### config.mk
export PLATFORM = sky130hd
export DESIGN_NAME = radix_number_to_symbols_unit_flat
export DESIGN_NICKNAME = d
export VERILOG_FILES = /design/src/design/rnts_pkg.sv /design/src/design/rnts_if.sv /design/src/design/radix_number_to_symbols_unit.sv /design/src/design/rnts_ram.sv /design/src/design/rnts_front.sv /design/src/design/rnts_fifo.sv /design/src/design/rnts_back.sv /design/src/flat_wrapper.sv
export SDC_FILE = /design/constraint.sdc
export NUM_CORES = 2
export LEC_CHECK = 0
export BUFFER_PORTS_ARGS = -buffer_cell sky130_fd_sc_hd__buf_2
export CAP_MARGIN = 20
export CORE_ASPECT_RATIO = 0.8
export CORE_MARGIN = 4
export CORE_UTILIZATION = 55
export CTS_CLUSTER_DIAMETER = 60
export CTS_CLUSTER_SIZE = 40
export DETAILED_ROUTE_END_ITERATION = 6
export PLACE_DENSITY = 0.83
export SLEW_MARGIN = 20
export SYNTH_ARGS = -nofsm -noshare
export SYNTH_HDL_FRONTEND = slang
export SYNTH_SLANG_ARGS = --single-unit
### constraint.sdc
create_clock -name clk -period 11.7 [get_ports clk]
set_clock_uncertainty 0.1 [all_clocks]
set_input_delay 1.755 -clock clk [delete_from_list [all_inputs] [get_ports clk]]
set_output_delay 1.755 -clock clk [all_outputs]
set_load 0.01 [all_outputs]
### src/design/rnts_pkg.sv
// Shared types, constants and table helpers for the radix number to symbols unit.
package rnts_pkg;

	localparam int MAX_BASE   = 16;
	localparam int MAX_DIGITS = 64;
	localparam int VAL_W      = 64;
	localparam int DIG_W      = 4;
	localparam int RADIX_W    = 5;
	localparam int CNT_W      = 7;
	localparam int ADDR_W     = 6;
	localparam int SYM_W      = 8;
	localparam int TBL_W      = SYM_W * MAX_BASE;

	localparam logic [SYM_W-1:0] SIGN_PLUS  = 8'h2B;
	localparam logic [SYM_W-1:0] SIGN_MINUS = 8'h2D;

	localparam logic [RADIX_W-1:0] BASE_LENGTH_RST  = 5'd10;
	localparam logic [VAL_W-1:0]   SYMBOLS_LOW_RST  = 64'h3736_3534_3332_3130;
	localparam logic [VAL_W-1:0]   SYMBOLS_HIGH_RST = 64'h0000_0000_0000_3938;

	typedef enum logic [1:0] {
		REG_BASE_LENGTH  = 2'd0,
		REG_SYMBOLS_LOW  = 2'd1,
		REG_SYMBOLS_HIGH = 2'd2
	} reg_idx_t;

	typedef struct packed {
		logic [RADIX_W-1:0] base_length;
		logic [TBL_W-1:0]   symbols;     // {symbols_high, symbols_low}
	} cfg_t;

	typedef struct packed {
		logic [VAL_W-1:0] value;
		logic             ok;
	} job_t;

	function automatic logic [SYM_W-1:0] symbol_at(logic [TBL_W-1:0] tbl,
		logic [DIG_W-1:0] d);
		return tbl[{d, 3'b000} +: SYM_W];
	endfunction

	// Two to 16 symbols, none a sign character, no repeats.
	function automatic logic table_valid(cfg_t c);
		logic ok;
		logic [SYM_W-1:0] s;
		ok = (c.base_length >= 5'd2) && (c.base_length <= RADIX_W'(MAX_BASE));
		for (int a = 0; a < 16; a++) begin
			s = symbol_at(c.symbols, DIG_W'(a));
			if (RADIX_W'(a) < c.base_length) begin
				if (s == SIGN_PLUS || s == SIGN_MINUS)
					ok = 1'b0;
				for (int b = a + 1; b < 16; b++) begin
					if (RADIX_W'(b) < c.base_length &&
							symbol_at(c.symbols, DIG_W'(b)) == s)
						ok = 1'b0;
				end
			end
		end
		return ok;
	endfunction

endpackage

### src/design/rnts_if.sv
// Valid/ready channel interfaces: value input, symbol output, register writes.
interface rnts_in_if;
	logic        valid;
	logic        ready;
	logic [63:0] value;
	modport source (output valid, output value, input ready);
	modport sink (input valid, input value, output ready);
endinterface

interface rnts_out_if;
	logic       valid;
	logic       ready;
	logic [7:0] symbol;
	logic       is_last;
	logic       base_ok;
	logic [6:0] digit_count;
	modport source (output valid, output symbol, output is_last, output base_ok,
		output digit_count, input ready);
	modport sink (input valid, input symbol, input is_last, input base_ok,
		input digit_count, output ready);
endinterface

interface rnts_cfg_if;
	logic        valid;
	logic        ready;
	logic [1:0]  index;
	logic [63:0] data;
	modport source (output valid, output index, output data, input ready);
	modport sink (input valid, input index, input data, output ready);
endinterface

### src/design/radix_number_to_symbols_unit.sv
// Top level of the radix number to symbols unit.
//
// din takes a 64-bit unsigned value per item; dout gives one item per digit,
// most significant first, each a byte of the configured symbol table. The
// last item of a value has is_last set and carries the digit count. If the
// table is invalid (fewer than two or more than 16 symbols, a '+' or '-', or
// a repeated symbol) a value gives one item: symbol 0, base_ok 0, count 0.
// cfg writes base_length (0), symbols_low (1), symbols_high (2); always ready.
// Write it only while the unit is idle.
// Operation: each digit comes from the one shift-subtract divider (one quotient
// bit per cycle), and each emitted digit passes through a stack read (S_RD)
// and an output load (S_EMIT). Values are converted one at a time. Values
// wait in a QUEUE_DEPTH-entry queue, so din accepts up to that many values
// while the engine works or dout is stalled, then drops ready; a stalled dout
// holds its item and the engine waits. Reset restores the default table
// (radix 10, "0".."9") and empties the queue and the output register.
module radix_number_to_symbols_unit import rnts_pkg::*; #(
	parameter int QUEUE_DEPTH = 2
) (
	input  logic        clk,
	input  logic        arst_n,
	rnts_in_if.sink     din,
	rnts_out_if.source  dout,
	rnts_cfg_if.sink    cfg
);

	cfg_t cfg_cur;
	job_t push_job;
	job_t pop_job;
	logic push;
	logic pop;
	logic q_full;
	logic q_empty;

	rnts_front u_front (
		.clk     (clk),
		.arst_n  (arst_n),
		.cfg     (cfg),
		.din     (din),
		.q_full  (q_full),
		.push    (push),
		.push_job(push_job),
		.cfg_cur (cfg_cur)
	);

	rnts_fifo #(
		.DEPTH(QUEUE_DEPTH)
	) u_fifo (
		.clk     (clk),
		.arst_n  (arst_n),
		.push    (push),
		.push_job(push_job),
		.pop     (pop),
		.pop_job (pop_job),
		.full    (q_full),
		.empty   (q_empty)
	);

	rnts_back u_back (
		.clk    (clk),
		.arst_n (arst_n),
		.cfg_cur(cfg_cur),
		.job    (pop_job),
		.q_empty(q_empty),
		.pop    (pop),
		.dout   (dout)
	);

`ifndef SYNTHESIS
	a_bad_table_item: assert property (@(posedge clk) disable iff (!arst_n)
		dout.valid && !dout.base_ok |->
			dout.is_last && dout.symbol == 8'd0 && dout.digit_count == 7'd0)
		else $error("invalid-table item malformed");

	a_count_on_last_only: assert property (@(posedge clk) disable iff (!arst_n)
		dout.valid && !dout.is_last |-> dout.base_ok && dout.digit_count == 7'd0)
		else $error("digit count on non-final item");

	a_last_count_range: assert property (@(posedge clk) disable iff (!arst_n)
		dout.valid && dout.is_last && dout.base_ok |->
			dout.digit_count != 7'd0 && dout.digit_count <= 7'd64)
		else $error("final digit count out of range");

	a_no_pop_when_empty: assert property (@(posedge clk) disable iff (!arst_n)
		q_empty && !push |=> !pop || !q_empty)
		else $error("queue popped while empty");
`endif

endmodule

### src/design/rnts_ram.sv
// Generic single-write, single-read RAM with registered read data.
module rnts_ram #(
	parameter int WIDTH = 4,
	parameter int DEPTH = 64
) (
	input  logic                     clk,
	input  logic                     we,
	input  logic [$clog2(DEPTH)-1:0] waddr,
	input  logic [WIDTH-1:0]         wdata,
	input  logic [$clog2(DEPTH)-1:0] raddr,
	output logic [WIDTH-1:0]         rdata
);

	logic [WIDTH-1:0] mem_q [DEPTH];
	logic [WIDTH-1:0] rdata_q;

	always_ff @(posedge clk) begin
		if (we)
			mem_q[waddr] <= wdata;
		rdata_q <= mem_q[raddr];
	end

	assign rdata = rdata_q;

endmodule

### src/design/rnts_front.sv
// Front end: configuration registers, table check and value intake.
module rnts_front import rnts_pkg::*; (
	input  logic       clk,
	input  logic       arst_n,
	rnts_cfg_if.sink   cfg,
	rnts_in_if.sink    din,
	input  logic       q_full,
	output logic       push,
	output job_t       push_job,
	output cfg_t       cfg_cur
);

	logic [RADIX_W-1:0] base_length_q;
	logic [VAL_W-1:0]   symbols_low_q;
	logic [VAL_W-1:0]   symbols_high_q;

	assign cfg.ready = 1'b1;

	always_ff @(posedge clk or negedge arst_n) begin
		if (!arst_n) begin
			base_length_q  <= BASE_LENGTH_RST;
			symbols_low_q  <= SYMBOLS_LOW_RST;
			symbols_high_q <= SYMBOLS_HIGH_RST;
		end else if (cfg.valid) begin
			unique case (cfg.index)
				REG_BASE_LENGTH:  base_length_q  <= cfg.data[RADIX_W-1:0];
				REG_SYMBOLS_LOW:  symbols_low_q  <= cfg.data;
				REG_SYMBOLS_HIGH: symbols_high_q <= cfg.data;
				default: ;
			endcase
		end
	end

	assign cfg_cur.base_length = base_length_q;
	assign cfg_cur.symbols     = {symbols_high_q, symbols_low_q};

	assign din.ready      = !q_full;
	assign push           = din.valid && !q_full;
	assign push_job.value = din.value;
	assign push_job.ok    = table_valid(cfg_cur);

endmodule

### src/design/rnts_fifo.sv
// Short job queue between the front end and the digit engine.
module rnts_fifo import rnts_pkg::*; #(
	parameter int DEPTH = 2
) (
	input  logic clk,
	input  logic arst_n,
	input  logic push,
	input  job_t push_job,
	input  logic pop,
	output job_t pop_job,
	output logic full,
	output logic empty
);

	localparam int PTR_W = $clog2(DEPTH);
	localparam int CNT_W_Q = $clog2(DEPTH + 1);

	job_t               slot_q [DEPTH];
	logic [PTR_W-1:0]   wptr_q;
	logic [PTR_W-1:0]   rptr_q;
	logic [CNT_W_Q-1:0] count_q;

	assign full    = (count_q == CNT_W_Q'(DEPTH));
	assign empty   = (count_q == '0);
	assign pop_job = slot_q[rptr_q];

	always_ff @(posedge clk) begin
		if (push)
			slot_q[wptr_q] <= push_job;
	end

	always_ff @(posedge clk or negedge arst_n) begin
		if (!arst_n) begin
			wptr_q  <= '0;
			rptr_q  <= '0;
			count_q <= '0;
		end else begin
			if (push)
				wptr_q <= (wptr_q == PTR_W'(DEPTH - 1)) ? '0 : wptr_q + 1'b1;
			if (pop)
				rptr_q <= (rptr_q == PTR_W'(DEPTH - 1)) ? '0 : rptr_q + 1'b1;
			if (push && !pop)
				count_q <= count_q + 1'b1;
			else if (pop && !push)
				count_q <= count_q - 1'b1;
		end
	end

endmodule

### src/design/rnts_back.sv
// Digit engine: shift-subtract division per digit, digit stack, MSB-first emit.
module rnts_back import rnts_pkg::*; (
	input  logic        clk,
	input  logic        arst_n,
	input  cfg_t        cfg_cur,
	input  job_t        job,
	input  logic        q_empty,
	output logic        pop,
	rnts_out_if.source  dout
);

	typedef enum logic [3:0] {
		S_IDLE = 4'b0001,
		S_DIV  = 4'b0010,
		S_RD   = 4'b0100,
		S_EMIT = 4'b1000
	} state_t;

	state_t             state_q;
	logic [VAL_W-1:0]   quo_q;
	logic [DIG_W-1:0]   rem_q;
	logic [ADDR_W-1:0]  bit_q;
	logic [CNT_W-1:0]   cnt_q;
	logic [CNT_W-1:0]   k_q;
	logic               bad_q;

	logic               out_valid_q;
	logic [SYM_W-1:0]   sym_q;
	logic               last_q;
	logic               ok_q;
	logic [CNT_W-1:0]   count_out_q;

	logic [RADIX_W-1:0] trial;
	logic               ge;
	logic [DIG_W-1:0]   rem_n;
	logic [VAL_W-1:0]   quo_n;
	logic               we;
	logic [ADDR_W-1:0]  waddr;
	logic [DIG_W-1:0]   wdata;
	logic [ADDR_W-1:0]  raddr;
	logic [DIG_W-1:0]   rdata;
	logic               slot_free;
	logic               emit_last;
	logic               load;

	assign trial = {rem_q, quo_q[VAL_W-1]};
	assign ge    = (trial >= cfg_cur.base_length);
	assign rem_n = ge ? DIG_W'(trial - cfg_cur.base_length) : DIG_W'(trial);
	assign quo_n = {quo_q[VAL_W-2:0], ge};

	assign pop = (state_q == S_IDLE) && !q_empty;

	// Zero input with a valid table writes digit 0 directly; otherwise each finished division writes.
	always_comb begin
		we    = 1'b0;
		waddr = cnt_q[ADDR_W-1:0];
		wdata = rem_n;
		if (pop && job.ok && job.value == '0) begin
			we    = 1'b1;
			waddr = '0;
			wdata = '0;
		end else if (state_q == S_DIV && bit_q == ADDR_W'(VAL_W - 1)) begin
			we = 1'b1;
		end
	end

	assign raddr = ADDR_W'(cnt_q - CNT_W'(1) - k_q);

	rnts_ram #(
		.WIDTH(DIG_W),
		.DEPTH(MAX_DIGITS)
	) u_stack (
		.clk  (clk),
		.we   (we),
		.waddr(waddr),
		.wdata(wdata),
		.raddr(raddr),
		.rdata(rdata)
	);

	assign slot_free = !out_valid_q || dout.ready;
	assign emit_last = bad_q || (k_q + CNT_W'(1) == cnt_q);
	assign load      = (state_q == S_EMIT) && slot_free;

	always_ff @(posedge clk or negedge arst_n) begin
		if (!arst_n) begin
			state_q <= S_IDLE;
			quo_q   <= '0;
			rem_q   <= '0;
			bit_q   <= '0;
			cnt_q   <= '0;
			k_q     <= '0;
			bad_q   <= 1'b0;
		end else begin
			unique case (state_q)
				S_IDLE: begin
					if (pop) begin
						k_q   <= '0;
						bad_q <= !job.ok;
						quo_q <= job.value;
						rem_q <= '0;
						bit_q <= '0;
						if (!job.ok) begin
							cnt_q   <= '0;
							state_q <= S_EMIT;
						end else if (job.value == '0) begin
							cnt_q   <= CNT_W'(1);
							state_q <= S_RD;
						end else begin
							cnt_q   <= '0;
							state_q <= S_DIV;
						end
					end
				end
				S_DIV: begin
					quo_q <= quo_n;
					bit_q <= bit_q + 1'b1;
					if (bit_q == ADDR_W'(VAL_W - 1)) begin
						rem_q <= '0;
						cnt_q <= cnt_q + 1'b1;
						if (quo_n == '0 || cnt_q == CNT_W'(MAX_DIGITS - 1))
							state_q <= S_RD;
					end else begin
						rem_q <= rem_n;
					end
				end
				S_RD: begin
					state_q <= S_EMIT;
				end
				S_EMIT: begin
					if (slot_free) begin
						k_q     <= k_q + 1'b1;
						state_q <= emit_last ? S_IDLE : S_RD;
					end
				end
				default: state_q <= S_IDLE;
			endcase
		end
	end

	always_ff @(posedge clk or negedge arst_n) begin
		if (!arst_n)
			out_valid_q <= 1'b0;
		else
			out_valid_q <= load || (out_valid_q && !dout.ready);
	end

	always_ff @(posedge clk) begin
		if (load) begin
			sym_q       <= bad_q ? '0 : symbol_at(cfg_cur.symbols, rdata);
			last_q      <= emit_last;
			ok_q        <= !bad_q;
			count_out_q <= emit_last ? cnt_q : '0;
		end
	end

	assign dout.valid       = out_valid_q;
	assign dout.symbol      = sym_q;
	assign dout.is_last     = last_q;
	assign dout.base_ok     = ok_q;
	assign dout.digit_count = count_out_q;

endmodule

### src/flat_wrapper.sv
// flat-port wrapper written by rule: the top's interface ports become plain ports
module radix_number_to_symbols_unit_flat import rnts_pkg::*;
#(
	parameter int QUEUE_DEPTH = 2
)
  (clk, arst_n, din_valid, din_value, din_ready, dout_valid, dout_symbol, dout_is_last, dout_base_ok, dout_digit_count, dout_ready, cfg_valid, cfg_index, cfg_data, cfg_ready);
  rnts_in_if din_i ();
  rnts_out_if dout_i ();
  rnts_cfg_if cfg_i ();
  input  logic clk;
  input  logic arst_n;
  input wire logic [$bits(din_i.valid)-1:0] din_valid;
  input wire logic [$bits(din_i.value)-1:0] din_value;
  output wire logic [$bits(din_i.ready)-1:0] din_ready;
  output wire logic [$bits(dout_i.valid)-1:0] dout_valid;
  output wire logic [$bits(dout_i.symbol)-1:0] dout_symbol;
  output wire logic [$bits(dout_i.is_last)-1:0] dout_is_last;
  output wire logic [$bits(dout_i.base_ok)-1:0] dout_base_ok;
  output wire logic [$bits(dout_i.digit_count)-1:0] dout_digit_count;
  input wire logic [$bits(dout_i.ready)-1:0] dout_ready;
  input wire logic [$bits(cfg_i.valid)-1:0] cfg_valid;
  input wire logic [$bits(cfg_i.index)-1:0] cfg_index;
  input wire logic [$bits(cfg_i.data)-1:0] cfg_data;
  output wire logic [$bits(cfg_i.ready)-1:0] cfg_ready;
  assign din_i.valid = din_valid;
  assign din_i.value = din_value;
  assign din_ready = din_i.ready;
  assign dout_valid = dout_i.valid;
  assign dout_symbol = dout_i.symbol;
  assign dout_is_last = dout_i.is_last;
  assign dout_base_ok = dout_i.base_ok;
  assign dout_digit_count = dout_i.digit_count;
  assign dout_i.ready = dout_ready;
  assign cfg_i.valid = cfg_valid;
  assign cfg_i.index = cfg_index;
  assign cfg_i.data = cfg_data;
  assign cfg_ready = cfg_i.ready;
  radix_number_to_symbols_unit #(.QUEUE_DEPTH(QUEUE_DEPTH)) u_core (.clk(clk), .arst_n(arst_n), .din(din_i), .dout(dout_i), .cfg(cfg_i));
endmodule
==> results_dict.tcl <==
set metrics [dict create \
    maxCapViolations 0 \
    rsz0062_at_grt "no" \
    setup_viol 0 \
    ys_seq_area_frac 0.457 \
    port_buffers 153 \
    p_per_area_mw_per_mm2 211 \
    setup.worst_path.start_class "flop" \
    postRouteAntennaNets 0 \
    status "finished, violations left" \
    yosysMostFrequentCell "xnor2_1" \
    grt_overflow 0 \
    r2r_slack_ns 7.26 \
    vias 28638 \
    grt_pass1_vias 27639 \
    cp.required_ns 11.91 \
    cp_slowest_cell "nor4bb_1" \
    avgSynthCellArea_um2 12.0 \
    wl_per_cell_um 29.4 \
    timing.rr.end "u_core.u_fifo.slot_q[0][0]" \
    synthToLayoutAreaGrowth_pct 6.13 \
    drt-initial-drc-count 4350 \
    synth_common_cells "xnor2_1 (781), edfxtp_1 (403), buf_2 (261)" \
    cts_setup_buffers 0 \
    hpwlAfterDp_um 80000 \
    grt_pass1_wl_um 182000 \
    clockBufferDepth 3 \
    ys_ff_latch 638 \
    routed_wl_um 123000 \
    cts_tree "yes" \
    drt-pass1-iter-count 7 \
    post-route-util 0.591 \
    gp_congestion 1.05 \
    fp-row-count 87 \
    fin_crit_ns 4.44 \
    coreArea_mm2 0.0708 \
    clock_sinks 638 \
    path_class "reg -> reg" \
    grt_usage 0.320 \
    fmax_mhz 225 \
    finalMaxSlewViolations 0 \
    clkTransAtPathRegs_ns 0.12 \
    rr_startpoint "u_core.u_front.base_length_q[2]" \
    synth_edf_count 403 \
    synth-main-ff-cell "edfxtp_1" \
    slew_headroom 0.115 \
    wl_met2_um 53200 \
    clock_latency_ns 0.64 \
    viasPerCell 6.84 \
    hp-start "u_core.u_fifo.count_q[1]" \
    antenna_found_initial 15 \
    critPathMaxStageDelay_ns 0.84 \
    worstPathArrival_ns 4.65 \
    worst_ir_drop_vdd_v 0.000191 \
    m1WireLength_um 46200 \
    cts.hold.buffers_added 0 \
    async_flop_share 0.362 \
    grt_max_degree 93 \
    fin_setup_tns_ns 0 \
    final_area_mm2 0.0418 \
    critPathMaxFanout 12 \
    ctsHtreeMaxLevel 2 \
    synthCells 3284 \
    synth_cell_types 76 \
    cts_root_buffer "clkbuf_16" \
    cts_resized 0 \
    final_nets 3375 \
    tightestPinTransition_ns 1.33 \
    top_layer "met5" \
    die_w_um 307 \
    synthTopCellsByArea "edfxtp_1 (31%), xnor2_1 (17%), dfrtp_1 (12%)" \
    cp-end-kind "flop" \
    chipHeight_um 247 \
    synth_fp_nets 3435 \
    worstSetupStartpoint "u_core.u_front.base_length_q[2]" \
    hold_viol 0 \
    syn-cell-area_mm2 0.0394 \
    finalCritPeriodShare 0.379 \
    io_pins 155 \
    endpoint "u_core.u_fifo.slot_q[0][0]" \
    initial_core_util 0.557 \
    placed_cell_area_mm2 0.0405 \
    hold_path.class "reg -> reg" \
    synth_largest_area_cell "edfxtp_1" \
    final_layout_size_suffix_gt1_frac 0.223 \
    cts_inserted_buffers 35 \
    dr_wl_met3_um 17700 \
    violations "DRC" \
    route.detailed.drc 11 \
    crit_chain "or3_1, a21oi_1, nor3_1, nor4_1, nand4_1, o32ai_1, o2111ai_1, nor4bb_1" \
    dieArea_mm2 0.0760 \
    yosysTopAreaCellShare 0.307 \
    rr_worst_depth 8 \
    yosysWarnings 0 \
    p_leak_uw 0.0139 \
]
through the flow:
step | setup slack [ns] | total power (µW) | std cells | hold slack (ns)
detailed placement | 7.58 | 7270 | 4121 | 0.395
global placement | 7.68 | 7120 | 4120 | 0.386
floorplan | 6.55 | 6220 | 3284 | 0.356
CTS | 7.54 | 8740 | 4184 | 0.412
global route | 7.15 | 9190 | 4185 | 0.424
finish | 7.26 | 8830 | 4189 | 0.414
worst min path at each step:
stage / cells past startpoint / slack (ns) / end
2_1_floorplan: 2 / 0.36 / u_core.u_back.rem_q[3]
3_3_place_gp: 1 / 0.39 / u_core.u_fifo.count_q[1]
3_5_place_dp: 1 / 0.39 / u_core.u_front.symbols_high_q[14]
4_1_cts: 1 / 0.41 / u_core.u_fifo.count_q[1]
5_1_grt: 1 / 0.42 / u_core.u_fifo.count_q[1]
6_report: 1 / 0.41 / u_core.u_fifo.count_q[1]
where the power goes:
| part | switching [µW] | total (µW) | internal (µW) |
|---|---|---|---|
| sequential | 700 | 3720 | 3020 |
| combinational | 2000 | 3610 | 1620 |
| clock | 863 | 1490 | 625 |
| total | 3560 | 8830 | 5270 |
worst max-delay path: cells and delay by family (launching register included):
kind | cells | cell delay [ns]
DFF | 1 | 0.55
and+or+nand+nor | 5 | 2.48
AOI/OAI and AO/OA | 3 | 1.02
sequential cells by signal, indices dropped and copies added, names as in the netlist, 2 cells and up:
| signal | cells |
|---|---|
| u_core.u_fifo.count_q | 2 |
| u_core.u_back.u_stack.mem_q | 256 |
| u_core.u_back.cnt_q | 7 |
| u_core.u_back.u_stack.rdata | 4 |
| u_core.u_back.dout.digit_count | 7 |
| u_core.u_back.dout.symbol | 8 |
| u_core.u_front.symbols_low_q | 64 |
| u_core.u_front.symbols_high_q | 64 |
| u_core.u_front.base_length_q | 5 |
| u_core.u_back.bit_q | 6 |
| u_core.u_back.state_q | 4 |
| u_core.u_back.rem_q | 4 |
| u_core.u_back.quo_q | 64 |
| u_core.u_fifo.slot_q | 130 |
| u_core.u_back.k_q | 7 |
final cells by class:
class | count | area, µm²
Fill cell | 5539 | 28900
Clock buffer | 35 | 876
Tap cell | 934 | 1170
Antenna cell | 5 | 12.5
Clock inverter | 28 | 408
Sequential cell | 638 | 18000
Multi-Input combinational cell | 2263 | 19600
Timing Repair Buffer | 265 | 1640
Inverter | 21 | 78.8
per-layer routing:
layer	vias to the layer above	GRT usage
met5	-	0.00377
met4	14	0.127
met3	503	0.0991
met2	2273	0.481
met1	14111	0.436
li1	11737	-
cells by family after synthesis:
family	synth area share
other	0.0000951
AND/OR/NAND/NOR	0.102
adder cells (fa/ha/maj)	0.00546
AO/OA/AOI/OAI	0.0410
buffers and inverters	0.0475
multiplexers	0.124
XOR/XNOR	0.224
flip-flops	0.457
cells in the final DEF (no fill, tap or decap), types with 36 or more instances in the layout:
master / count
xnor2_1: 779
edfxtp_1: 403
xor2_1: 225
nand4_1: 200
dfrtp_1: 189
buf_2: 152
mux2_2: 131
nor4_1: 126
mux4_2: 120
nand2_1: 114
buf_4: 110
nor3_1: 109
mux2i_1: 69
o221a_2: 62
nor2_1: 60
dfstp_2: 38
a31oi_1: 36
(Power assumes the default switching activity.)
